<file path="config.mk">
export PLATFORM = sky130hd
export DESIGN_NAME = ppba_front
export DESIGN_NICKNAME = d
export VERILOG_FILES = /design/src/sv/point_pair_bearing_angle_assert.svh /design/src/sv/ppba_pkg.sv /design/src/sv/ppba_front.sv
export SDC_FILE = /design/constraint.sdc
export NUM_CORES = 1
export LEC_CHECK = 0
export BUFFER_PORTS_ARGS = -buffer_cell sky130_fd_sc_hd__buf_2
export CAP_MARGIN = 30
export CORE_ASPECT_RATIO = 0.6
export CORE_MARGIN = 2
export CORE_UTILIZATION = 37
export CTS_CLUSTER_SIZE = 28
export DETAILED_ROUTE_END_ITERATION = 10
export PLACE_DENSITY = 0.73
export SETUP_SLACK_MARGIN = 0.02
export SLEW_MARGIN = 20
export SYNTH_ARGS = -nofsm -noshare
export SYNTH_HDL_FRONTEND = slang
export SYNTH_SLANG_ARGS = --single-unit
</file>
<file path="constraint.sdc">
create_clock -name i_clk -period 14.58 [get_ports i_clk]
set_input_delay 1.458 -clock i_clk [delete_from_list [all_inputs] [get_ports i_clk]]
set_output_delay 1.458 -clock i_clk [all_outputs]
set_load 0.03 [all_outputs]
</file>
<file path="src/sv/point_pair_bearing_angle_assert.svh">
// assertion macros for the point pair bearing block
`ifndef POINT_PAIR_BEARING_ANGLE_ASSERT_SVH
`define POINT_PAIR_BEARING_ANGLE_ASSERT_SVH

// same-cycle implication, checked out of reset
`define PPBA_ASSERT_IMPL(lbl, ante, cons, msg) \
    lbl: assert property (@(posedge i_clk) disable iff (!i_rst_n) (ante) |-> (cons)) \
        else $error(msg);

// next-cycle implication, checked out of reset
`define PPBA_ASSERT_NEXT(lbl, ante, cons, msg) \
    lbl: assert property (@(posedge i_clk) disable iff (!i_rst_n) (ante) |=> (cons)) \
        else $error(msg);

`endif

</file>
<file path="src/sv/ppba_pkg.sv">
// shared types, constants and arctangent table for the bearing pipeline
package ppba_pkg;

    localparam int COORD_WIDTH_DEF   = 16;
    localparam int FRACTION_BITS_DEF = 8;
    localparam int CORDIC_STEPS_DEF  = 18;

    localparam int MAX_STEPS = 32;
    localparam int GUARD_TOP = 57;   // guard shift is this minus the coordinate width
    localparam int ANG_BITS  = 24;   // angle kept in 2^-24 degree units
    localparam int ZW        = 34;   // signed rotation angle accumulator
    localparam int BW        = 34;   // unsigned bearing
    localparam int WHOLE_W   = 10;
    localparam int STATUS_W  = 2;

    typedef logic signed [ZW-1:0] t_zang;
    typedef logic        [BW-1:0] t_bear;

    localparam t_zang Z_90  = 34'sd1509949440;
    localparam t_zang Z_180 = 34'sd3019898880;

    localparam t_bear B_90    = 34'd1509949440;
    localparam t_bear B_180   = 34'd3019898880;
    localparam t_bear B_270   = 34'd4529848320;
    localparam t_bear B_360   = 34'd6039797760;
    localparam t_bear B_360M1 = 34'd6039797759;

    typedef enum logic [STATUS_W-1:0] {
        ST_OK    = 2'd0,
        ST_UNSET = 2'd1,
        ST_SAME  = 2'd2
    } t_status;

    // bearings that need no rotation
    typedef enum logic [1:0] {
        FX_UP    = 2'd0,
        FX_RIGHT = 2'd1,
        FX_DOWN  = 2'd2,
        FX_LEFT  = 2'd3
    } t_fixed;

    typedef struct packed {
        t_status status;
        logic    fixed;
        t_fixed  fsel;
        logic    dx_neg;
    } t_tag;

    // atan(2^-i) in 2^-24 degree units
    localparam logic [31:0] ATAN_TAB [MAX_STEPS] = '{
        32'd754974720, 32'd445687602, 32'd235489089, 32'd119537938,
        32'd60000934,  32'd30029717,  32'd15018523,  32'd7509720,
        32'd3754917,   32'd1877466,   32'd938734,    32'd469367,
        32'd234684,    32'd117342,    32'd58671,     32'd29335,
        32'd14668,     32'd7334,      32'd3667,      32'd1833,
        32'd917,       32'd458,       32'd229,       32'd115,
        32'd57,        32'd29,        32'd14,        32'd7,
        32'd4,         32'd2,         32'd1,         32'd0
    };

    function automatic t_zang atan_step(input logic [4:0] idx);
        return t_zang'({1'b0, ATAN_TAB[idx]});
    endfunction

endpackage

</file>
<file path="src/sv/ppba_front.sv">
// input stage: differences, special cases and pre-rotation into the right half plane
module ppba_front #(
    parameter int COORD_WIDTH = ppba_pkg::COORD_WIDTH_DEF,
    parameter int DW          = 61
) (
    input  logic                          i_clk,
    input  logic                          i_rst_n,
    input  logic                          i_valid,
    output logic                          o_ready,
    input  logic signed [COORD_WIDTH-1:0] i_start_x,
    input  logic signed [COORD_WIDTH-1:0] i_start_y,
    input  logic signed [COORD_WIDTH-1:0] i_end_x,
    input  logic signed [COORD_WIDTH-1:0] i_end_y,
    output logic                          o_valid,
    input  logic                          i_ready,
    output logic signed [DW-1:0]          o_x,
    output logic signed [DW-1:0]          o_y,
    output ppba_pkg::t_zang               o_z,
    output ppba_pkg::t_tag                o_tag
);
    import ppba_pkg::*;

    localparam int GUARD = DW - COORD_WIDTH - 4;

    logic signed [COORD_WIDTH:0] dx, dy, ax, xs0, ys0;
    logic                        unset, same, dy_pos;
    logic                        r_valid;
    logic signed [DW-1:0]        r_x, r_y, n_x, n_y;
    t_zang                       r_z, n_z;
    t_tag                        r_tag, n_tag;

    always_comb begin
        dx     = {i_end_x[COORD_WIDTH-1], i_end_x} - {i_start_x[COORD_WIDTH-1], i_start_x};
        dy     = {i_end_y[COORD_WIDTH-1], i_end_y} - {i_start_y[COORD_WIDTH-1], i_start_y};
        unset  = ((&i_start_x) && (&i_start_y)) || ((&i_end_x) && (&i_end_y));
        same   = (i_start_x == i_end_x) && (i_start_y == i_end_y);
        ax     = dx[COORD_WIDTH] ? -dx : dx;
        dy_pos = !dy[COORD_WIDTH] && (dy != '0);
        // pointing downward: rotate by 90 so x starts non-negative
        xs0    = dy_pos ? ax : -dy;
        ys0    = dy_pos ? dy : ax;
        n_x    = DW'(xs0) <<< GUARD;
        n_y    = DW'(ys0) <<< GUARD;
        n_z    = dy_pos ? Z_90 : '0;

        n_tag.status = unset ? ST_UNSET : (same ? ST_SAME : ST_OK);
        n_tag.fixed  = unset || same || (dx == '0) || (dy == '0);
        if (dx == '0) begin
            n_tag.fsel = dy[COORD_WIDTH] ? FX_UP : FX_DOWN;
        end else begin
            n_tag.fsel = dx[COORD_WIDTH] ? FX_LEFT : FX_RIGHT;
        end
        n_tag.dx_neg = dx[COORD_WIDTH];
    end

    assign o_ready = !r_valid || i_ready;

    always_ff @(posedge i_clk) begin
        if (!i_rst_n) begin
            r_valid <= 1'b0;
        end else if (o_ready) begin
            r_valid <= i_valid;
        end
    end

    always_ff @(posedge i_clk) begin
        if (o_ready && i_valid) begin
            r_x   <= n_x;
            r_y   <= n_y;
            r_z   <= n_z;
            r_tag <= n_tag;
        end
    end

    assign o_valid = r_valid;
    assign o_x     = r_x;
    assign o_y     = r_y;
    assign o_z     = r_z;
    assign o_tag   = r_tag;

endmodule

</file>
==> results of run 1 <==
[metal layers]
layer / routed length (µm) / track usage / vias up
li1: - / - / 2209
met1: 7130 / 0.293 / 2131
met2: 5110 / 0.222 / 287
met3: 1920 / 0.0531 / 8
met4: 68 / 0.0250 / 2
met5: 13 / 0 / -
[state kept, by name, summed over array words and instances, names as in the netlist]
register,cells
o_z,1
o_x,17
o_valid,1
o_tag,6
o_y,17
[how the worst max path moves through the flow]
stage	slack (ns)	start	cells after the start	endpoint
global placement	8.34	i_end_y[0]	16	o_x[54]$_DFFE_PP_
CTS	8.48	i_end_y[0]	16	o_x[50]$_DFFE_PP_
finish	8.41	i_end_y[0]	16	o_x[50]$_DFFE_PP_
global route	8.05	i_end_y[0]	16	o_x[50]$_DFFE_PP_
detailed placement	8.19	i_end_y[0]	16	o_x[50]$_DFFE_PP_
floorplan	8.84	i_end_y[0]	17	o_y[47]$_DFFE_PP_
[synthesized netlist by cell type (all sizes together), types with 15 or more instances]
cell type | number | area [µm²]
buf | 123 | 931
inv | 54 | 203
nor2 | 43 | 161
a21oi | 41 | 213
edfxtp | 41 | 1230
ha | 37 | 463
xnor2 | 30 | 263
nand4 | 23 | 144
o21ai | 23 | 119
nand2 | 22 | 82.6
nand3 | 16 | 80.1
nor3 | 16 | 80.1
xor2 | 15 | 131
[area by class of cell]
class,count,area share
multi-input combinational,509,0.565
sequential,42,0.220
timing repair buffer,121,0.111
tap,192,0.0423
inverter,54,0.0357
clock buffer,6,0.0227
clock inverter,2,0.00242
antenna,1,0.000440
[per-stage QoR]
| step | total power [mW] | instances |
|---|---|---|
| final | 0.592 | 927 |
| after global routing | 0.622 | 926 |
| after CTS | 0.585 | 925 |
| after detailed placement | 0.476 | 917 |
| after global placement | 0.473 | 917 |
| after floorplan | 0.423 | 742 |
[report_power, final]
| part | switching, mW | internal [mW] | total, mW |
|---|---|---|---|
| clock | 0.0444 | 0.0635 | 0.108 |
| combinational | 0.222 | 0.0944 | 0.317 |
| sequential | 0.00571 | 0.161 | 0.167 |
| total | 0.273 | 0.319 | 0.592 |
[cell families after synthesis]
group	Yosys count	synth area share
multiplexers	19	0.0390
buffers and inverters	191	0.227
adder cells (fa/ha/maj)	39	0.0961
AO/OA/AOI/OAI	122	0.151
AND/OR/NAND/NOR	172	0.172
other	1	0.000717
XOR/XNOR	45	0.0753
flip-flops	42	0.239
[worst max-delay path: stages]
cell and delay [ns]:
buf_2 0.10, inv_1 0.05, ha_1 0.23, inv_1 0.08
fa_1 0.43, a211oi_2 0.32, o211ai_1 0.19, a2111oi_2 0.44
o31ai_1 0.15, a21oi_2 0.16, xnor2_1 0.12, or4_1 0.60
or3_1 0.36, ha_1 0.52, inv_2 0.55, mux2_2 0.41
==> impl_metrics.tcl, run 1 <==
set metrics [dict create \
    antenna_found_initial 1 \
    fin_tns_setup_ns 0 \
    syn-instance-count 631 \
    die_w_um 158 \
    synth_area_per_cell_um2 8.29 \
    post-dp-hpwl_um 12100 \
    finalWorstSetupSlack_ns 8.41 \
    netlist_area_um2 5230 \
    grt_overflow_total 0 \
    maxCapViolCount 0 \
    grt_usage 0.179 \
    syn_to_final_growth_pct 8.61 \
    cts_buffer_depth 2 \
    die-area_um2 15100 \
    tightestPinTransition_ns 0.939 \
    fin_worst_skew_ns 0.00463 \
    ir_drop_mv 0.0530 \
    worstSetupStartpointType "input port" \
    core_um2 13700 \
    seq_area_um2 1250 \
    r2r_end "o_x[50]$_DFFE_PP_" \
    multi_input_area_um2 3210 \
    via_per_inst 5.00 \
    layout_common_cells "buf_2 (119), conb_1 (112), inv_1 (53), nor2_1 (43), edfxtp_1 (41)" \
    root_buffer "clkbuf_16" \
    final_core_util 0.413 \
    maxSlewViolCount 0 \
    ant_nets 0 \
    grt_setup_unrepaired "false" \
    io_pins 232 \
    routed_wl_um 14200 \
    htree_levels 2 \
    r2r_cells 3 \
    dpl_worst_slack_ns 8.19 \
    clkLatencyLatePin_ns 0.28 \
    synth-seq-cells 42 \
    die_h_um 96.1 \
    fillers 1396 \
    crit_path_max_fanout 29 \
    period_minus_slack_ns 6.17 \
    synth_ff_type "edfxtp_1" \
    stdcell_area_um2 5680 \
    hold_viol_final 0 \
    route.vias.total 4637 \
    cts_resized 0 \
    drt_first_iter_violations 395 \
    cts_tree "yes" \
    cts_buffers 5 \
    final_common_cell "buf_2" \
    hold_end "o_valid$_SDFFE_PN0N_" \
    grt_pass1_wl_um 20600 \
    p_leak_nw 2.62 \
    clock-sinks 42 \
    async_flop_share 0 \
    synth_edf_count 41 \
    pwr_density_cell_nw_per_um2 104 \
    nets 840 \
    required_ns 14.60 \
    drc 0 \
    holdCritPathClass "reg -> reg" \
    fmax_mhz 162 \
    hold_depth 2 \
    grt_pass1_vias 3728 \
    cts_setup_buffers 0 \
    rows 33 \
    first_pass_iters 5 \
    start_util 0.381 \
    grt_max_degree 42 \
    gp_congestion 0.979 \
    synth.distinct_cells 63 \
    relSlewSlack 0.374 \
    rr_startpoint "o_valid$_SDFFE_PN0N_" \
    drive_gt1_frac 0.208 \
    path_clk_slew_ns 0.06 \
    post_dp_cell_area_um2 5510 \
    hold_buffers 0 \
    holdWs_ns 0.529 \
    finalSetupViolCount 0 \
    wire_per_inst_um 15.4 \
    crit_type "in -> reg" \
    critPathCaptureType "register" \
    ys_seq_area_frac 0.239 \
    port_buffers 119 \
    status "complete, no violations" \
    yosysWarningCount 0 \
    rrSetupSlack_ns 13.19 \
    timing.final.crit_share 0.423 \
    min-delay-start "o_valid$_SDFFE_PN0N_" \
    arrival_ns 6.20 \
]
Note: power is estimated with default switching activity, not from simulation.
==> inputs of run 2 (changes only) <==
- clock period: 14.58 -> 6.5 ns (I/O delays scaled with it)
==> run 2 against run 1 <==
  * Worst hold slack got worse by 0.012 ns
  * Sequential share of layout area about the same
  * Die area did not move
  * Global-route usage down 0.080 points
  * Critical path depth unchanged
  * Final cell count down 0.22%
  * Final area decreased by 0.11%
  * Non-clock buffer count is 1 lower
  * First-iteration DRC count increased by 4.6%
  * Clock-buffer cell count unchanged
  * Critical path type unchanged
  * Highest routed layer unchanged
==> impl_metrics.tcl, run 2 (synthesis gave the netlist of run 1 again) <==
set metrics [dict create \
    insertedDiodeCount 0 \
    hold_viol_final 0 \
    p_clk_frac 0.204 \
    finalWorstSetupSlack_ns 1.18 \
    grt_setup_unrepaired "false" \
    dp.cells 917 \
    rows 33 \
    htree_levels 2 \
    maxSlewViolCount 0 \
    intPower_mw 0.752 \
    gp_congestion 0.980 \
    critPathTopFamily "compound AO/OA/AOI/OAI gates" \
    crit_type "in -> reg" \
    root_buffer "clkbuf_16" \
    first_pass_iters 5 \
    cts_tree "yes" \
    start_util 0.381 \
    arrival_ns 5.35 \
    status "complete, no violations" \
    cts_buffers 5 \
    fin_tns_setup_ns 0 \
    maxCapViolCount 0 \
    required_ns 6.53 \
    cts_resized 0 \
    grt_usage 0.178 \
    clkLatencyLatePin_ns 0.28 \
    path_buf_inv 4 \
    route.vias.total 4643 \
    final_core_util 0.413 \
    via_per_inst 5.02 \
    worstSetupStartpointType "input port" \
    io_pins 232 \
    wire_per_inst_um 15.3 \
    p_leak_nw 2.62 \
    fmax_mhz 188 \
    routed_wl_um 14100 \
    post_dp_cell_area_um2 5510 \
    path_clk_slew_ns 0.06 \
    grt_pass1_wl_um 20500 \
    p_comb_frac 0.520 \
    grt_max_degree 42 \
    tightestPinTransition_ns 0.942 \
    cts_buffer_depth 2 \
    final_cells 925 \
    drc 0 \
    holdCritPathClass "reg -> reg" \
    antenna_found_initial 1 \
    core_um2 13700 \
    clock-sinks 42 \
    grt_overflow_total 0 \
    cp_slowest_stage_delay_ns 0.60 \
    crit_path_max_fanout 29 \
    post-dp-hpwl_um 12100 \
    die_w_um 158 \
    die_h_um 96.1 \
    syn_to_final_growth_pct 8.49 \
    swShare 0.446 \
    drive_gt1_frac 0.207 \
    ant_nets 0 \
    layout_common_cells "buf_2 (119), conb_1 (112), inv_1 (53), nor2_1 (43), edfxtp_1 (41)" \
    p_sw_mw 0.605 \
    drt_first_iter_violations 413 \
    hold_buffers 0 \
    grt_pass1_vias 3717 \
    die-area_um2 15100 \
    timing.final.crit_share 0.818 \
    port_buffers 119 \
    final_common_cell "buf_2" \
    critPathCaptureType "register" \
    nets 839 \
    cp_slowest_cell "or4_1" \
    dpl_worst_slack_ns 0.955 \
    crit_chain "buf_2, inv_1, ha_1, inv_1, fa_1, a211oi_2, o211ai_1, a2111oi_2, o31ai_1, a21oi_2, xnor2_1, or4_1, or3_1, ha_1, inv_2, mux2_2" \
    finalSetupViolCount 0 \
    fin_worst_skew_ns 0.00206 \
    p_seq_frac 0.276 \
    cts_setup_buffers 0 \
    relSlewSlack 0.372 \
    period_minus_slack_ns 5.32 \
    ir_drop_mv 0.161 \
    pwr_density_cell_nw_per_um2 239 \
    stdcell_area_um2 5680 \
]
[run 2: changes by cell type in the layout (fill, tap and decap cells not counted)]
cell and change:
bufinv_16 +1, diode_2 -1, clkinv_4 -1, clkinv_2 -1, clkinvlp_4 +1, buf_16 -1
[run 2: cell type report]
class	count	area [µm²]
clock buffers	6	129
inverters	54	203
flip-flops and latches	42	1250
repair buffers	120	603
fillers	1420	8070
multi-input cells	509	3210
well taps	192	240
clock inverters	2	37.5
[run 2: stage by stage]
| stage | hold WS [ns] | total power, mW |
|---|---|---|
| detailed placement | 0.518 | 1.07 |
| finish | 0.517 | 1.36 |
| global route | 0.579 | 1.43 |
| global placement | 0.510 | 1.06 |
| CTS | 0.526 | 1.35 |
| floorplan | 0.789 | 0.948 |
[run 2: routing by layer]
metal,GRT usage,share of wire
met1,0.289,0.51
met2,0.221,0.35
met3,0.0563,0.13
met4,0.0288,0.0074
met5,0,0.00092
[run 2: worst paths after layout]
path,depth (start not counted),from,slack [ns],to
max,16,i_end_y[0],1.18,o_x[46]$_DFFE_PP_
max reg2reg,2,o_valid$_SDFFE_PN0N_,4.94,o_x[49]$_DFFE_PP_
min reg2reg,2,o_valid$_SDFFE_PN0N_,0.52,o_valid$_SDFFE_PN0N_
min,2,o_valid$_SDFFE_PN0N_,0.52,o_valid$_SDFFE_PN0N_
[run 2: tightest hold or removal path: cells and delay by family, from the launching register on]
kind             cells  cell delay [ns]
AO/OA/AOI/OAI        1             0.08
AND/OR/NAND/NOR      1             0.09
flip-flops           1             0.30
[run 2: power groups by stage]
stage / registers (mW) / clock network, mW / logic [mW]
floorplan: 0.465 / 0 / 0.483
finish: 0.375 / 0.277 / 0.706
global route: 0.379 / 0.293 / 0.758
CTS: 0.376 / 0.282 / 0.689
global placement: 0.382 / 0 / 0.680
detailed placement: 0.382 / 0 / 0.686
==> inputs of run 3 (changes only) <==
- PLACE_DENSITY: 0.73 -> 0.76
- clock period: 6.5 -> 4.3 ns (I/O delays scaled with it)
==> run 3 against run 2 <==
  * Sequential share of layout area fell by 0.71 points
  * Clock skew fell by 0.00092 ns
  * Worst setup slack got worse by 0.90 ns
  * Die area did not move
  * Critical path depth did not move
  * Sequential power rose by 51%
  * Flip-flop and latch count did not move
  * Final cell count rose by 2.2%
  * Via count fell by 0.28%
==> impl_metrics.tcl, run 3 (synthesis gave the netlist of run 1 again) <==
set metrics [dict create \
    path_clk_slew_ns 0.06 \
    tightestPinTransition_ns 0.801 \
    finalWorstSetupSlack_ns 0.278 \
    fmax_mhz 249 \
    first_pass_iters 5 \
    via_per_inst 4.90 \
    stdcell_area_um2 5870 \
    ir_drop_mv 0.190 \
    ant_nets 0 \
    crit_path_max_fanout 19 \
    grt_max_degree 42 \
    die-area_um2 15100 \
    grt_overflow_total 0 \
    finalSetupViolCount 0 \
    grt_pass1_wl_um 21600 \
    pwr_density_cell_nw_per_um2 359 \
    route.vias.total 4630 \
    layout_common_cells "buf_2 (119), conb_1 (112), inv_1 (53), nor2_1 (43), edfxtp_1 (41)" \
    period_minus_slack_ns 4.02 \
    maxCapViolCount 0 \
    io_pins 232 \
    holdWs_ns 0.398 \
    antenna_found_initial 0 \
    final_common_cell "buf_2" \
    port_buffers 119 \
    fin_worst_skew_ns 0.00114 \
    gp_congestion 0.975 \
    arrival_ns 4.05 \
    post-dp-hpwl_um 12300 \
    fin_tns_setup_ns 0 \
    timing.final.crit_share 0.935 \
    start_util 0.381 \
    maxSlewViolCount 0 \
    worstSetupStartpointType "input port" \
    cts_buffers 5 \
    cts_setup_buffers 0 \
    clkLatencyLatePin_ns 0.28 \
    wire_per_inst_um 15.1 \
    grt_pass1_vias 3890 \
    dpl_worst_slack_ns -0.00639 \
    post_dp_cell_area_um2 5660 \
    hold_buffers 0 \
    syn_to_final_growth_pct 12.1 \
    rows 33 \
    drt_first_iter_violations 364 \
    required_ns 4.33 \
    grt_setup_unrepaired "false" \
    cts_tree "yes" \
    relSlewSlack 0.462 \
    grt_usage 0.185 \
    cts_buffer_depth 2 \
    core_um2 13700 \
    holdCritPathClass "in -> reg" \
    nets 859 \
    die_w_um 158 \
    crit_type "in -> reg" \
    critPathCaptureType "register" \
    root_buffer "clkbuf_16" \
    p_leak_nw 2.73 \
    drc 0 \
    routed_wl_um 14300 \
    status "complete, no violations" \
    htree_levels 2 \
    hold_viol_final 0 \
    drive_gt1_frac 0.235 \
    clock-sinks 42 \
    insertedDiodeCount 0 \
    die_h_um 96.1 \
]
run 3: timing repair:
action                                  CTS  global route
endpoints found under the hold margin     0             0
endpoints found under the setup margin    0            10
resized for setup                         0             3
run 3: final timing paths:
kind | startpoint | to | depth (start not counted) | slack (ns)
setup / recovery | i_end_y[0] | o_y[50]$_DFFE_PP_ | 16 | 0.28
hold / removal | i_rst_n | o_valid$_SDFFE_PN0N_ | 2 | 0.40
setup reg to reg | o_valid$_SDFFE_PN0N_ | o_x[43]$_DFFE_PP_ | 3 | 2.92
hold reg to reg | o_valid$_SDFFE_PN0N_ | o_valid$_SDFFE_PN0N_ | 2 | 0.53
run 3: cell type report:
type | instances | area (µm²)
clock buffer | 5 | 125
clock inverter | 3 | 43.8
fill | 1394 | 7880
inverter | 54 | 205
multi-input combinational | 509 | 3230
sequential | 42 | 1250
tap | 192 | 240
timing repair buffer | 140 | 773
run 3: layer usage:
layer | routed length, µm | share of wire | vias to the layer above | GRT usage
met5 | 0 | 0 | - | 0
met4 | 70 | 0.0049 | 0 | 0.0205
met3 | 1630 | 0.11 | 7 | 0.0428
met2 | 5190 | 0.36 | 249 | 0.239
met1 | 7380 | 0.52 | 2116 | 0.305
li1 | - | - | 2258 | -
run 3: report_power, final:
part / switching [mW] / internal [mW] / leakage [nW]
Sequential: 0.0205 / 0.546 / 0.402
Combinational: 0.763 / 0.352 / 2.24
Clock: 0.149 / 0.275 / 0.0842
run 3: through the flow:
step | utilization | power [mW] | cells
detailed placement | 0.412 | 1.66 | 936
finish | 0.427 | 2.11 | 945
global placement | 0.412 | 1.65 | 936
floorplan | - | 1.44 | 742
CTS | 0.424 | 2.09 | 944
global route | 0.427 | 2.22 | 945
run 3: worst max-delay path, stage by stage:
cell       delay (ns)
buf_2            0.10
inv_1            0.05
ha_2             0.21
inv_1            0.07
fa_2             0.38
a211oi_2         0.23
o211ai_1         0.15
a2111oi_2        0.42
o31ai_1          0.15
a21oi_2          0.16
xnor2_1          0.08
or4_1            0.43
or3_1            0.35
ha_1             0.25
inv_4            0.21
mux2_2           0.38
