==> config.mk <==
export PLATFORM = sky130hd
export DESIGN_NAME = ppba_back
export DESIGN_NICKNAME = d
export VERILOG_FILES = /design/src/sv/point_pair_bearing_angle_assert.svh /design/src/sv/ppba_pkg.sv /design/src/sv/ppba_back.sv
export SDC_FILE = /design/constraint.sdc
export NUM_CORES = 1
export LEC_CHECK = 0
export BUFFER_PORTS_ARGS = -buffer_cell sky130_fd_sc_hd__buf_4
export CAP_MARGIN = 40
export CELL_PAD_IN_SITES_DETAIL_PLACEMENT = 0
export CELL_PAD_IN_SITES_GLOBAL_PLACEMENT = 1
export CORE_ASPECT_RATIO = 1.4
export CORE_MARGIN = 4
export CORE_UTILIZATION = 37
export DETAILED_ROUTE_END_ITERATION = 6
export GPL_TIMING_DRIVEN = 0
export PLACE_DENSITY = 0.94
export SLEW_MARGIN = 20
export SYNTH_ARGS = -nofsm -noshare
export SYNTH_HDL_FRONTEND = slang
export SYNTH_SLANG_ARGS = --single-unit
export TNS_END_PERCENT = 20
==> constraint.sdc <==
create_clock -name i_clk -period 6.2 [get_ports i_clk]
set_input_delay 1.24 -clock i_clk [delete_from_list [all_inputs] [get_ports i_clk]]
set_output_delay 1.24 -clock i_clk [all_outputs]
set_load 0.05 [all_outputs]
==> src/sv/point_pair_bearing_angle_assert.svh <==
// assertion macros for the point pair bearing block
`ifndef POINT_PAIR_BEARING_ANGLE_ASSERT_SVH
`define POINT_PAIR_BEARING_ANGLE_ASSERT_SVH

// same-cycle implication, checked out of reset
`define PPBA_ASSERT_IMPL(lbl, ante, cons, msg) \
    lbl: assert property (@(posedge i_clk) disable iff (!i_rst_n) (ante) |-> (cons)) \
        else $error(msg);

// next-cycle implication, checked out of reset
`define PPBA_ASSERT_NEXT(lbl, ante, cons, msg) \
    lbl: assert property (@(posedge i_clk) disable iff (!i_rst_n) (ante) |=> (cons)) \
        else $error(msg);

`endif

==> src/sv/ppba_pkg.sv <==
// shared types, constants and arctangent table for the bearing pipeline
package ppba_pkg;

    localparam int COORD_WIDTH_DEF   = 16;
    localparam int FRACTION_BITS_DEF = 8;
    localparam int CORDIC_STEPS_DEF  = 18;

    localparam int MAX_STEPS = 32;
    localparam int GUARD_TOP = 57;   // guard shift is this minus the coordinate width
    localparam int ANG_BITS  = 24;   // angle kept in 2^-24 degree units
    localparam int ZW        = 34;   // signed rotation angle accumulator
    localparam int BW        = 34;   // unsigned bearing
    localparam int WHOLE_W   = 10;
    localparam int STATUS_W  = 2;

    typedef logic signed [ZW-1:0] t_zang;
    typedef logic        [BW-1:0] t_bear;

    localparam t_zang Z_90  = 34'sd1509949440;
    localparam t_zang Z_180 = 34'sd3019898880;

    localparam t_bear B_90    = 34'd1509949440;
    localparam t_bear B_180   = 34'd3019898880;
    localparam t_bear B_270   = 34'd4529848320;
    localparam t_bear B_360   = 34'd6039797760;
    localparam t_bear B_360M1 = 34'd6039797759;

    typedef enum logic [STATUS_W-1:0] {
        ST_OK    = 2'd0,
        ST_UNSET = 2'd1,
        ST_SAME  = 2'd2
    } t_status;

    // bearings that need no rotation
    typedef enum logic [1:0] {
        FX_UP    = 2'd0,
        FX_RIGHT = 2'd1,
        FX_DOWN  = 2'd2,
        FX_LEFT  = 2'd3
    } t_fixed;

    typedef struct packed {
        t_status status;
        logic    fixed;
        t_fixed  fsel;
        logic    dx_neg;
    } t_tag;

    // atan(2^-i) in 2^-24 degree units
    localparam logic [31:0] ATAN_TAB [MAX_STEPS] = '{
        32'd754974720, 32'd445687602, 32'd235489089, 32'd119537938,
        32'd60000934,  32'd30029717,  32'd15018523,  32'd7509720,
        32'd3754917,   32'd1877466,   32'd938734,    32'd469367,
        32'd234684,    32'd117342,    32'd58671,     32'd29335,
        32'd14668,     32'd7334,      32'd3667,      32'd1833,
        32'd917,       32'd458,       32'd229,       32'd115,
        32'd57,        32'd29,        32'd14,        32'd7,
        32'd4,         32'd2,         32'd1,         32'd0
    };

    function automatic t_zang atan_step(input logic [4:0] idx);
        return t_zang'({1'b0, ATAN_TAB[idx]});
    endfunction

endpackage

==> src/sv/ppba_back.sv <==
// output stage: clamp, fold into the compass range, truncate and hold the result
module ppba_back #(
    parameter int FRACTION_BITS = ppba_pkg::FRACTION_BITS_DEF,
    parameter int FW            = (FRACTION_BITS > 0) ? FRACTION_BITS : 1
) (
    input  logic                                i_clk,
    input  logic                                i_rst_n,
    input  logic                                i_valid,
    output logic                                o_ready,
    input  ppba_pkg::t_zang                     i_z,
    input  ppba_pkg::t_tag                      i_tag,
    output logic                                o_valid,
    input  logic                                i_ready,
    output logic [ppba_pkg::STATUS_W-1:0]       o_status,
    output logic signed [ppba_pkg::WHOLE_W-1:0] o_whole,
    output logic [FW-1:0]                       o_frac
);
    import ppba_pkg::*;

    t_bear                      a, bearing;
    logic [STATUS_W-1:0]        n_status, r_status;
    logic signed [WHOLE_W-1:0]  n_whole, r_whole;
    logic [FW-1:0]              n_frac, r_frac;
    logic                       r_valid;

    always_comb begin
        if (i_z < 0) begin
            a = '0;
        end else if (i_z > Z_180) begin
            a = B_180;
        end else begin
            a = t_bear'(i_z);
        end

        if (i_tag.fixed) begin
            unique case (i_tag.fsel)
                FX_UP:    bearing = '0;
                FX_RIGHT: bearing = B_90;
                FX_DOWN:  bearing = B_180;
                FX_LEFT:  bearing = B_270;
                default:  bearing = '0;
            endcase
        end else if (i_tag.dx_neg) begin
            // a full turn is not a valid code, keep just below it
            bearing = (a == '0) ? B_360M1 : B_360 - a;
        end else begin
            bearing = a;
        end

        n_status = i_tag.status;
        if (i_tag.status != ST_OK) begin
            n_whole = '1;
            n_frac  = '0;
        end else begin
            n_whole = bearing[ANG_BITS +: WHOLE_W];
            n_frac  = (FRACTION_BITS == 0) ? '0 : bearing[ANG_BITS-1 -: FW];
        end
    end

    assign o_ready = !r_valid || i_ready;

    always_ff @(posedge i_clk) begin
        if (!i_rst_n) begin
            r_valid <= 1'b0;
        end else if (o_ready) begin
            r_valid <= i_valid;
        end
    end

    always_ff @(posedge i_clk) begin
        if (o_ready && i_valid) begin
            r_status <= n_status;
            r_whole  <= n_whole;
            r_frac   <= n_frac;
        end
    end

    assign o_valid  = r_valid;
    assign o_status = r_status;
    assign o_whole  = r_whole;
    assign o_frac   = r_frac;

endmodule

==> run_results.csv, run 1 <==
group,metric,value,unit
outcome,status,"finished, final reports clean",
job,maxCapViolCount,0,
placement,placed_area,0.00208,mm^2
die,initial_core_util,38.6,%
die,ios,66,
route,drtPass1Iterations,4,
timing,slew_violations,0,
global_routing,grt_use_total,14.1,%
global_routing,grt_pass1_vias,1456,
route,route.detailed.drc,0,
die,die_area,0.00527,mm^2
clock_tree,clock-sinks,21,
worst_setup_path,crit_path_max_fanout,10,
power_and_ir_drop,power.density,171,mW/mm^2
global_routing,grt_pass1_wl,6240,um
global_routing,antenna_found_initial,0,
timing,fin_worst_skew,0.000906,ns
yosys,synthTopCellsByCount,"edfxtp_1, nor2_1, nand2_1",
placement,gp_congestion,0.846,
timing,post-route-period-util,52.0,%
timing,slew_headroom,58.9,%
yosys,ys_types,48,
clock_tree,cts_buffers,3,
worst_setup_path,critPathLaunch,"i_z[18]",
timing,post-route-min-period,3.23,ns
worst_setup_path,worstPathRequired,6.20,ns
yosys,yosysSeqAreaShare,40.4,%
die,rows,27,
worst_setup_path,slowest_stage,"or4_4",
clock_tree,cts_resized,0,
yosys,ys.flop_type,"edfxtp_1",
global_routing,grt_max_degree,21,
route,drt_iter0_markers,22,
route,vias,1488,
clock_tree,htree_levels,1,
clock_tree,cts_max_path_buffers,2,
yosys,yosysTopAreaCellShare,39.1,%
layout,drive_above_1_share,34.6,%
worst_setup_path,rr_startpoint,"o_valid$_SDFFE_PN0N_",
timing,rsz0062_at_grt,"false",
yosys,async_reset_ff_share,0,%
yosys,synth_nets,218,
yosys,syn_avg_cell_area,9.05,um^2
timing,tns,0,ns
yosys,synth_top_area_cell,"edfxtp_1",
yosys,syn_inst,170,
clock_tree,cts_hold_buf,0,
hold_path,min_path_type,"reg2reg",
yosys,yosysWarningCount,0,
layout,layout.nets,289,
die,core,0.00399,mm^2
worst_setup_path,cp_num_buf_inv,2,
worst_setup_path,critPathTopFamily,"simple AND/OR/NAND/NOR gates",
route,via_per_inst,5.26,
route,wl_per_cell,13.0,um
yosys,synth-edff-count,20,
layout,nFillCells,402,
worst_setup_path,crit_type,"in2reg",
worst_setup_path,path_cells,"buf_4 -> or4_4 -> nand2b_4 -> or3_4 -> o31ai_2 -> buf_4 -> o22ai_1 -> o32a_1",
route,routed_wl,3690,um
die,die_height,84.3,um
worst_setup_path,startpoint_type,"primary input",
yosys,synth.area.top_cells,"edfxtp_1, xnor2_1, nor2_1",
worst_setup_path,timing.critical_path.mode_cell,"buf_4",
yosys,synth-seq-cells,21,
clock_tree,post_cts_buffers,0,
power_and_ir_drop,leakagePower,0.859,nW
hold_path,hp-start,"o_valid$_SDFFE_PN0N_",
layout,antennaDiodeCount,0,
layout,post-route-cell-area,0.00214,mm^2
worst_setup_path,worstPathArrival,3.23,ns
clock_tree,clock_latency,0.25,ns
clock_tree,clkTransAtPathRegs,0.07,ns
timing,hold_violations,0,
placement,port_buffers,65,
worst_setup_path,cp-end-kind,"flop",
global_routing,gr-total-overflow,0,
power_and_ir_drop,ir_worst_vdd,0.0645,mV
timing,fmax,310,MHz
die,die_w,62.5,um
placement,dpl.hpwl,3060,um
yosys,synth_area,0.00154,mm^2
route,ant_nets,0,
layout,areaGrowthSynthToFinish,38.9,%
worst_setup_path,cpPeakStageDelay,0.55,ns
clock_tree,cts_root_buffer,"clkbuf_8",
timing,final-setup-viol-count,0,
clock_tree,tritoncts,"yes",
timing,worst_slew_pin_slew,0.607,ns
registers in the layout (all words and copies together), names as in the netlist:
register,cells
o_whole,10
o_frac,8
o_status,2
o_valid,1
layout by cell type, fill, tap and decap left out, types with 2 or more instances in the layout:
cell type / netlist / layout
or2_2: 3 / 3
buf_4: 1 / 66
buf_2: 3 / 3
a21oi_1: 12 / 12
clkbuf_1: 4 / 5
or3_1: 3 / 3
nor3_1: 2 / 2
nand3_1: 4 / 4
nand4_1: 2 / 2
o41ai_1: 3 / 3
and2_1: 2 / 2
ha_1: 4 / 4
edfxtp_1: 20 / 20
nor4_1: 5 / 5
o31ai_1: 3 / 3
a21boi_0: 2 / 2
nand2b_1: 4 / 4
nand2_1: 13 / 13
o211ai_1: 2 / 2
clkbuf_8: 0 / 3
o22ai_1: 2 / 2
xnor2_1: 10 / 10
o21ai_0: 10 / 10
inv_1: 8 / 8
a211oi_1: 3 / 3
nor2_1: 20 / 20
and4_1: 2 / 2
a31oi_1: 2 / 2
layout make-up:
| cell class | instances | area (um^2) | share of cell area (%) |
|---|---|---|---|
| multi-input combinational | 132 | 846 | 39.6 |
| sequential | 21 | 621 | 29.1 |
| timing repair buffer | 66 | 499 | 23.4 |
| tap | 43 | 53.8 | 2.52 |
| clock buffer | 4 | 45.0 | 2.11 |
| buffer | 9 | 41.3 | 1.93 |
| inverter | 8 | 30.0 | 1.41 |
worst reg2reg max path, delay by kind of cell (launching register included):
family,cells,cell delay [ns]
flops,1,0.31
buf+inv,1,0.22
simple gates,2,0.48
power breakdown:
part | internal [mW] | switching (mW) | total, mW
Sequential | 0.164 | 0.00182 | 0.166
Clock | 0.0455 | 0.0369 | 0.0824
Combinational | 0.0476 | 0.0689 | 0.116
layer usage:
metal | global-route usage [%] | vias up | routed length [um]
met4 | 5.82 | 0 | 35
met5 | 0 | - | 0
met3 | 2.41 | 2 | 250
met2 | 25.2 | 55 | 1850
met1 | 16.3 | 655 | 1560
li1 | - | 776 | -
stage by stage:
stage	cells	setup WS (ns)	hold slack, ns	power (mW)	utilization [%]
2_1_floorplan	170	3.00	1.15	0.238	-
3_3_place_gp	278	2.70	0.519	0.284	52.2
3_5_place_dp	278	2.72	0.542	0.285	52.2
4_1_cts	282	2.98	0.552	0.367	53.3
5_1_grt	283	2.88	0.602	0.384	53.6
6_report	283	2.97	0.539	0.365	53.6
path summary, 6_finish.rpt:
| kind | to | slack (ns) | cells after the start |
|---|---|---|---|
| worst max-delay path | o_whole[2]$_SDFFCE_PP1P_ | 2.97 | 8 |
| worst min-delay path | o_valid$_SDFFE_PN0N_ | 0.54 | 2 |
| worst max register to register | o_whole[8]$_SDFFCE_PP1P_ | 4.90 | 3 |
| worst min register to register | o_valid$_SDFFE_PN0N_ | 0.54 | 2 |
logic make-up after synthesis:
| logic type | share of synthesized area, % |
|---|---|
| compound gates | 21.7 |
| xor+xnor | 5.70 |
| fa+ha+maj | 3.25 |
| buf+inv | 4.64 |
| flops | 40.4 |
| mux | 0.651 |
| simple gates | 23.7 |
(Power assumes the default switching activity.)
==> run 2, diff against run 1 <==
ABC_AREA = 1   (was unset)
CORE_UTILIZATION = 31   (was 37)
PLACE_DENSITY = 0.86   (was 0.94)
clock period = 2.6 ns   (was 6.2 ns; I/O delays follow)
==> run 2 against run 1 <==
Critical path type unchanged. Design area is 20% higher. Global-route usage shrank 0.62 points. Largest cell class unchanged. Die area rose by 42%.
==> run_results.csv, run 2 <==
group,metric,value,unit
layout,post-route-cell-area,0.00256,mm^2
worst_setup_path,critPathLaunch,"i_z[16]",
route,drtPass1Iterations,5,
global_routing,grt_max_degree,14,
worst_setup_path,rr_startpoint,"o_valid$_SDFFE_PN0N_",
clock_tree,tritoncts,"yes",
yosys,synthTopCellsByCount,"nand2_1, inv_1, nor2_1",
layout,drive_above_1_share,26.1,%
power_and_ir_drop,power,0.966,mW
timing,final-setup-viol-count,0,
worst_setup_path,slowest_stage,"nor2_1",
worst_setup_path,crit_path_max_fanout,10,
route,routed_wl,4860,um
layout,areaGrowthSynthToFinish,34.1,%
clock_tree,cts_buffers,3,
yosys,async_reset_ff_share,0,%
power_and_ir_drop,ir_worst_vdd,0.133,mV
clock_tree,clock-sinks,21,
power_and_ir_drop,power.density,377,mW/mm^2
clock_tree,cts_max_path_buffers,2,
route,ant_nets,0,
placement,placed_area,0.00250,mm^2
die,rows,33,
global_routing,antenna_found_initial,0,
global_routing,grt_use_total,13.4,%
yosys,synth-seq-cells,21,
global_routing,gr-total-overflow,0,
timing,tns,0,ns
layout,antennaDiodeCount,0,
yosys,yosysTopAreaCellShare,31.5,%
yosys,synth.area.top_cells,"edfxtp_1, nand2_1, nand3_1",
hold_path,hp-start,"i_tag[5]",
timing,slew_violations,0,
timing,worst_slew_pin_slew,0.497,ns
yosys,yosysWarningCount,0,
hold_path,min_path_type,"in2reg",
worst_setup_path,worstPathArrival,2.34,ns
clock_tree,cts_hold_buf,0,
timing,fmax,429,MHz
die,core,0.00590,mm^2
placement,dp_cells,438,
global_routing,grt_pass1_vias,1944,
timing,rsz0062_at_grt,"false",
layout,final_common_cell,"nand2_1",
yosys,syn_inst,302,
job,maxCapViolCount,0,
route,wl_per_cell,11.0,um
worst_setup_path,startpoint_type,"primary input",
layout,largest_register_ff_count,10,
clock_tree,clock_latency,0.25,ns
clock_tree,clkTransAtPathRegs,0.07,ns
worst_setup_path,cp-end-kind,"flop",
clock_tree,cts_root_buffer,"clkbuf_8",
die,die_w,74.3,um
placement,dpl_worst_slack,-0.0820,ns
placement,dpl.hpwl,4360,um
layout,final_cell_mix,"nand2_1, buf_4, inv_1",
worst_setup_path,path_cells,"buf_4 -> inv_2 -> nand2_1 -> nor2_1 -> nand2_1 -> nor2_1 -> nand3_1 -> nand2_2 -> buf_6 -> inv_2 -> a21oi_2 -> nand3_1 -> nor2_1 -> nand3_2 -> buf_6 -> nand4_1 -> nand2_1",
worst_setup_path,r2r_end,"o_status[0]$_DFFE_PP_",
worst_setup_path,crit_path_end,"o_whole[3]$_SDFFCE_PP1P_",
yosys,yosysMostFrequentCell,"nand2_1",
power_and_ir_drop,leakagePower,1.34,nW
layout,fin_cells,442,
placement,port_buffers,65,
timing,finalWorstSetupSlack,0.270,ns
layout,nFillCells,641,
worst_setup_path,cpPeakStageDelay,0.18,ns
yosys,ys.flop_type,"edfxtp_1",
worst_setup_path,worstPathRequired,2.61,ns
placement,gp_congestion,0.795,
yosys,synth-edff-count,20,
die,die_height,101,um
yosys,ys_types,33,
global_routing,grt_pass1_wl,8130,um
yosys,syn_avg_cell_area,6.32,um^2
layout,fin_util,43.4,%
worst_setup_path,r2r_slack,1.37,ns
outcome,status,"finished, final reports clean",
timing,post-route-min-period,2.33,ns
timing,fin_worst_skew,0.00221,ns
yosys,synth_top_area_cell,"edfxtp_1",
timing,post-route-period-util,89.6,%
timing,hold_violations,0,
route,via_per_inst,4.45,
timing,slew_headroom,66.6,%
layout,layout.nets,421,
die,die_area,0.00750,mm^2
worst_setup_path,worstRegToRegCells,2,
clock_tree,htree_levels,1,
route,route.detailed.drc,0,
die,ios,66,
worst_setup_path,crit_type,"in2reg",
yosys,synth_nets,350,
yosys,yosysSeqAreaShare,32.5,%
route,drt_iter0_markers,50,
route,vias,1969,
yosys,synth_area,0.00191,mm^2
die,initial_core_util,32.3,%
timing,hold_slack,0.453,ns
[run 2: how the worst min path moves through the flow]
stage	to	slack, ns	cells after the start
after global routing	o_status[1]$_DFFE_PP_	0.44	1
after global placement	o_valid$_SDFFE_PN0N_	0.50	2
final	o_status[1]$_DFFE_PP_	0.45	1
after detailed placement	o_valid$_SDFFE_PN0N_	0.53	2
after CTS	o_status[1]$_DFFE_PP_	0.45	1
after floorplan	o_status[0]$_DFFE_PP_	0.62	0
[run 2: per-layer routing]
| metal | global-route usage [%] | wire length [um] |
|---|---|---|
| met5 | 0 | 0 |
| met4 | 3.56 | 57 |
| met3 | 2.00 | 343 |
| met2 | 26.4 | 2550 |
| met1 | 14.3 | 1910 |
[run 2: report_power, final]
group | switching, mW | internal, mW | total (mW)
sequential | 0.00497 | 0.393 | 0.398
combinational | 0.232 | 0.136 | 0.368
clock | 0.0914 | 0.109 | 0.200
total | 0.328 | 0.638 | 0.966
[run 2: worst max-delay path, delay by kind of cell]
family	cells	cell delay [ns]
AO/OA/AOI/OAI	1	0.15
AND/OR/NAND/NOR	11	1.12
buffers and inverters	5	0.54
[run 2: cells by family after synthesis]
group / share of synthesized area (%)
AOI/OAI and AO/OA: 9.90
xor gates and xnor gates: 0.459
adders and majority gates: 2.62
buffers and inverters: 13.1
DFF: 32.5
and+or+nand+nor: 41.4
[run 2: area by class of cell]
cell class / instances / area, um^2 / share of cell area (%)
Multi-Input combinational cell: 219 / 1050 / 41.2
Sequential cell: 21 / 621 / 24.2
Timing Repair Buffer: 66 / 503 / 19.6
Inverter: 55 / 206 / 8.06
Tap cell: 70 / 87.6 / 3.42
Clock buffer: 4 / 45.0 / 1.76
Buffer: 7 / 43.8 / 1.71
[run 2: timing repair]
item,CTS,global route
resized for setup,0,3
setup endpoints to repair,0,2
buffers inserted,0,0
==> run 3, diff against run 2 <==
--- a/config.mk
+++ b/config.mk
@@ -6,5 +6,4 @@
 export NUM_CORES = 1
 export LEC_CHECK = 0
-export ABC_AREA = 1
 export BUFFER_PORTS_ARGS = -buffer_cell sky130_fd_sc_hd__buf_4
 export CAP_MARGIN = 40
@@ -16,5 +15,5 @@
 export DETAILED_ROUTE_END_ITERATION = 6
 export GPL_TIMING_DRIVEN = 0
-export PLACE_DENSITY = 0.86
+export PLACE_DENSITY = 0.85
 export SLEW_MARGIN = 20
 export SYNTH_ARGS = -nofsm -noshare
==> constraint.sdc (replaced) <==
create_clock -name i_clk -period 2.6 [get_ports i_clk]
set_input_delay 0 -clock i_clk [delete_from_list [all_inputs] [get_ports i_clk]]
set_output_delay 0 -clock i_clk [all_outputs]
set_load 0.05 [all_outputs]
==> run 3 against run 2 <==
Die area is 18% lower. Fmax up 19%. Worst hold slack got worse by 0.45 ns. Sequential cell count unchanged. Highest routed layer unchanged. Cell count fell by 31%. Largest power group unchanged.
==> run_results.csv, run 3 (synthesized netlist as in run 1, its figures left out) <==
group,metric,value,unit
power_and_ir_drop,power.density,399,mW/mm^2
route,highest_layer,"met4",
global_routing,grt_pass1_vias,1466,
timing,post-route-period-util,75.5,%
clock_tree,clock-sinks,21,
timing,worst_slew_pin_slew,0.647,ns
placement,gp_congestion,0.825,
power_and_ir_drop,leakagePower,0.876,nW
route,wl_met1,1510,um
route,drt_iter0_markers,78,
power_and_ir_drop,clkPwrFrac,22.6,%
clock_tree,cts_resized,0,
die,rows,30,
route,wl_per_cell,12.1,um
timing,fmax,510,MHz
power_and_ir_drop,ir_worst_vdd,0.166,mV
timing,fin_worst_skew,0.00408,ns
route,routed_wl,3710,um
layout,final_common_cell,"buf_4",
clock_tree,cts_root_buffer,"clkbuf_8",
power_and_ir_drop,switching_share,29.7,%
clock_tree,cts_max_path_buffers,2,
timing,tns,0,ns
layout,final_cell_mix,"buf_4, nor2_1, edfxtp_1",
layout,areaGrowthSynthToFinish,42.9,%
layout,nFillCells,496,
global_routing,grt_use_total,12.5,%
power_and_ir_drop,power,0.876,mW
clock_tree,cts_buffers,3,
die,initial_core_util,31.8,%
worst_setup_path,startpoint_type,"primary input",
timing,slew_headroom,56.3,%
route,vias,1509,
worst_setup_path,worstPathArrival,1.96,ns
worst_setup_path,crit_type,"in2reg",
timing,post-route-min-period,1.96,ns
route,drtPass1Iterations,5,
die,ios,66,
timing,hold_violations,0,
clock_tree,clock_latency,0.25,ns
route,via_per_inst,4.92,
layout,drive_above_1_share,34.6,%
clock_tree,post_cts_buffers,0,
route,ant_nets,0,
job,maxCapViolCount,0,
worst_setup_path,crit_path_max_fanout,10,
timing,slew_violations,0,
layout,largest_register_ff_count,10,
die,die_w,67.5,um
route,wl_met3,283,um
placement,dpl.hpwl,3120,um
hold_path,min_path_type,"in2reg",
layout,antennaDiodeCount,0,
global_routing,grt_pass1_wl,6180,um
worst_setup_path,worstPathRequired,2.60,ns
clock_tree,htree_levels,1,
clock_tree,tritoncts,"yes",
global_routing,grt_max_degree,21,
power_and_ir_drop,power_switching,0.260,mW
layout,layout.nets,292,
worst_setup_path,cp-end-kind,"flop",
timing,final-setup-viol-count,0,
power_and_ir_drop,p_seq_share,45.2,%
placement,port_buffers,65,
clock_tree,cts_hold_buf,3,
die,core,0.00484,mm^2
power_and_ir_drop,combinationalPowerShare,32.2,%
global_routing,gr-total-overflow,0,
route,wl_met2,1860,um
die,die_height,91.3,um
outcome,status,"finished, final reports clean",
route,route.detailed.drc,0,
die,die_area,0.00617,mm^2
global_routing,antenna_found_initial,0,
clock_tree,clkTransAtPathRegs,0.07,ns
timing,hold_slack,0.00673,ns
power_and_ir_drop,p_int,0.615,mW
timing,rsz0062_at_grt,"false",
-- run 3: changes by cell type in the layout (fill, tap and decap cells not counted), sizes merged, moves of 3 or more --
cell / delta
nand2: -77
inv: -46
nand3: -35
nor2: -25
xnor2: +10
nand2b: +5
nor4: +5
or3: +4
a211oi: +3
dlygate4sd3: +3
o31ai: +3
-- run 3: metrics by stage --
stage,worst slack (ns),std cells,area [um^2],utilization [%]
finish,0.638,307,2200,45.4
global route,0.547,307,2200,45.4
CTS,0.655,306,2180,45.1
detailed placement,0.381,299,2110,43.5
global placement,0.355,299,2110,43.5
floorplan,0.636,170,1540,-
-- run 3: cell type report --
type	count	area, um^2	share of cell area (%)
buffer	9	41.3	1.88
sequential	21	621	28.2
inverter	8	30.0	1.37
timing repair buffer	69	533	24.3
multi-input combinational	132	846	38.5
tap	64	80.1	3.64
clock inverter	1	5.00	0.228
clock buffer	3	41.3	1.88
-- run 3: critical path: stages --
cell and delay, ns:
buf_4 0.13, or2_2 0.28, buf_2 0.17, or3_1 0.31
or3_4 0.35, o31ai_2 0.26, buf_4 0.21, o22ai_1 0.09
o32a_1 0.17
-- run 3: per-layer routing --
layer | GRT usage (%) | up-vias
met4 | 5.08 | 0
met5 | 0 | -
met2 | 21.3 | 66
met3 | 1.24 | 4
met1 | 15.6 | 658
li1 | - | 781
-- run 3: power groups by stage --
stage          clock [mW]  sequential, mW  combinational (mW)
2_1_floorplan           0           0.469              0.0974
3_3_place_gp            0           0.404               0.275
3_5_place_dp            0           0.404               0.276
4_1_cts             0.205           0.397               0.280
5_1_grt             0.220           0.397               0.307
6_report            0.198           0.396               0.282
-- run 3: final timing paths --
path,startpoint,endpoint,slack (ns),cells after the start
worst max-delay path,i_z[16],o_whole[2]$_SDFFCE_PP1P_,0.64,9
worst min-delay path,i_rst_n,o_valid$_SDFFE_PN0N_,0.007,2
worst max register to register,o_valid$_SDFFE_PN0N_,o_whole[5]$_SDFFCE_PP1P_,1.36,3
worst min register to register,o_valid$_SDFFE_PN0N_,o_valid$_SDFFE_PN0N_,0.53,2
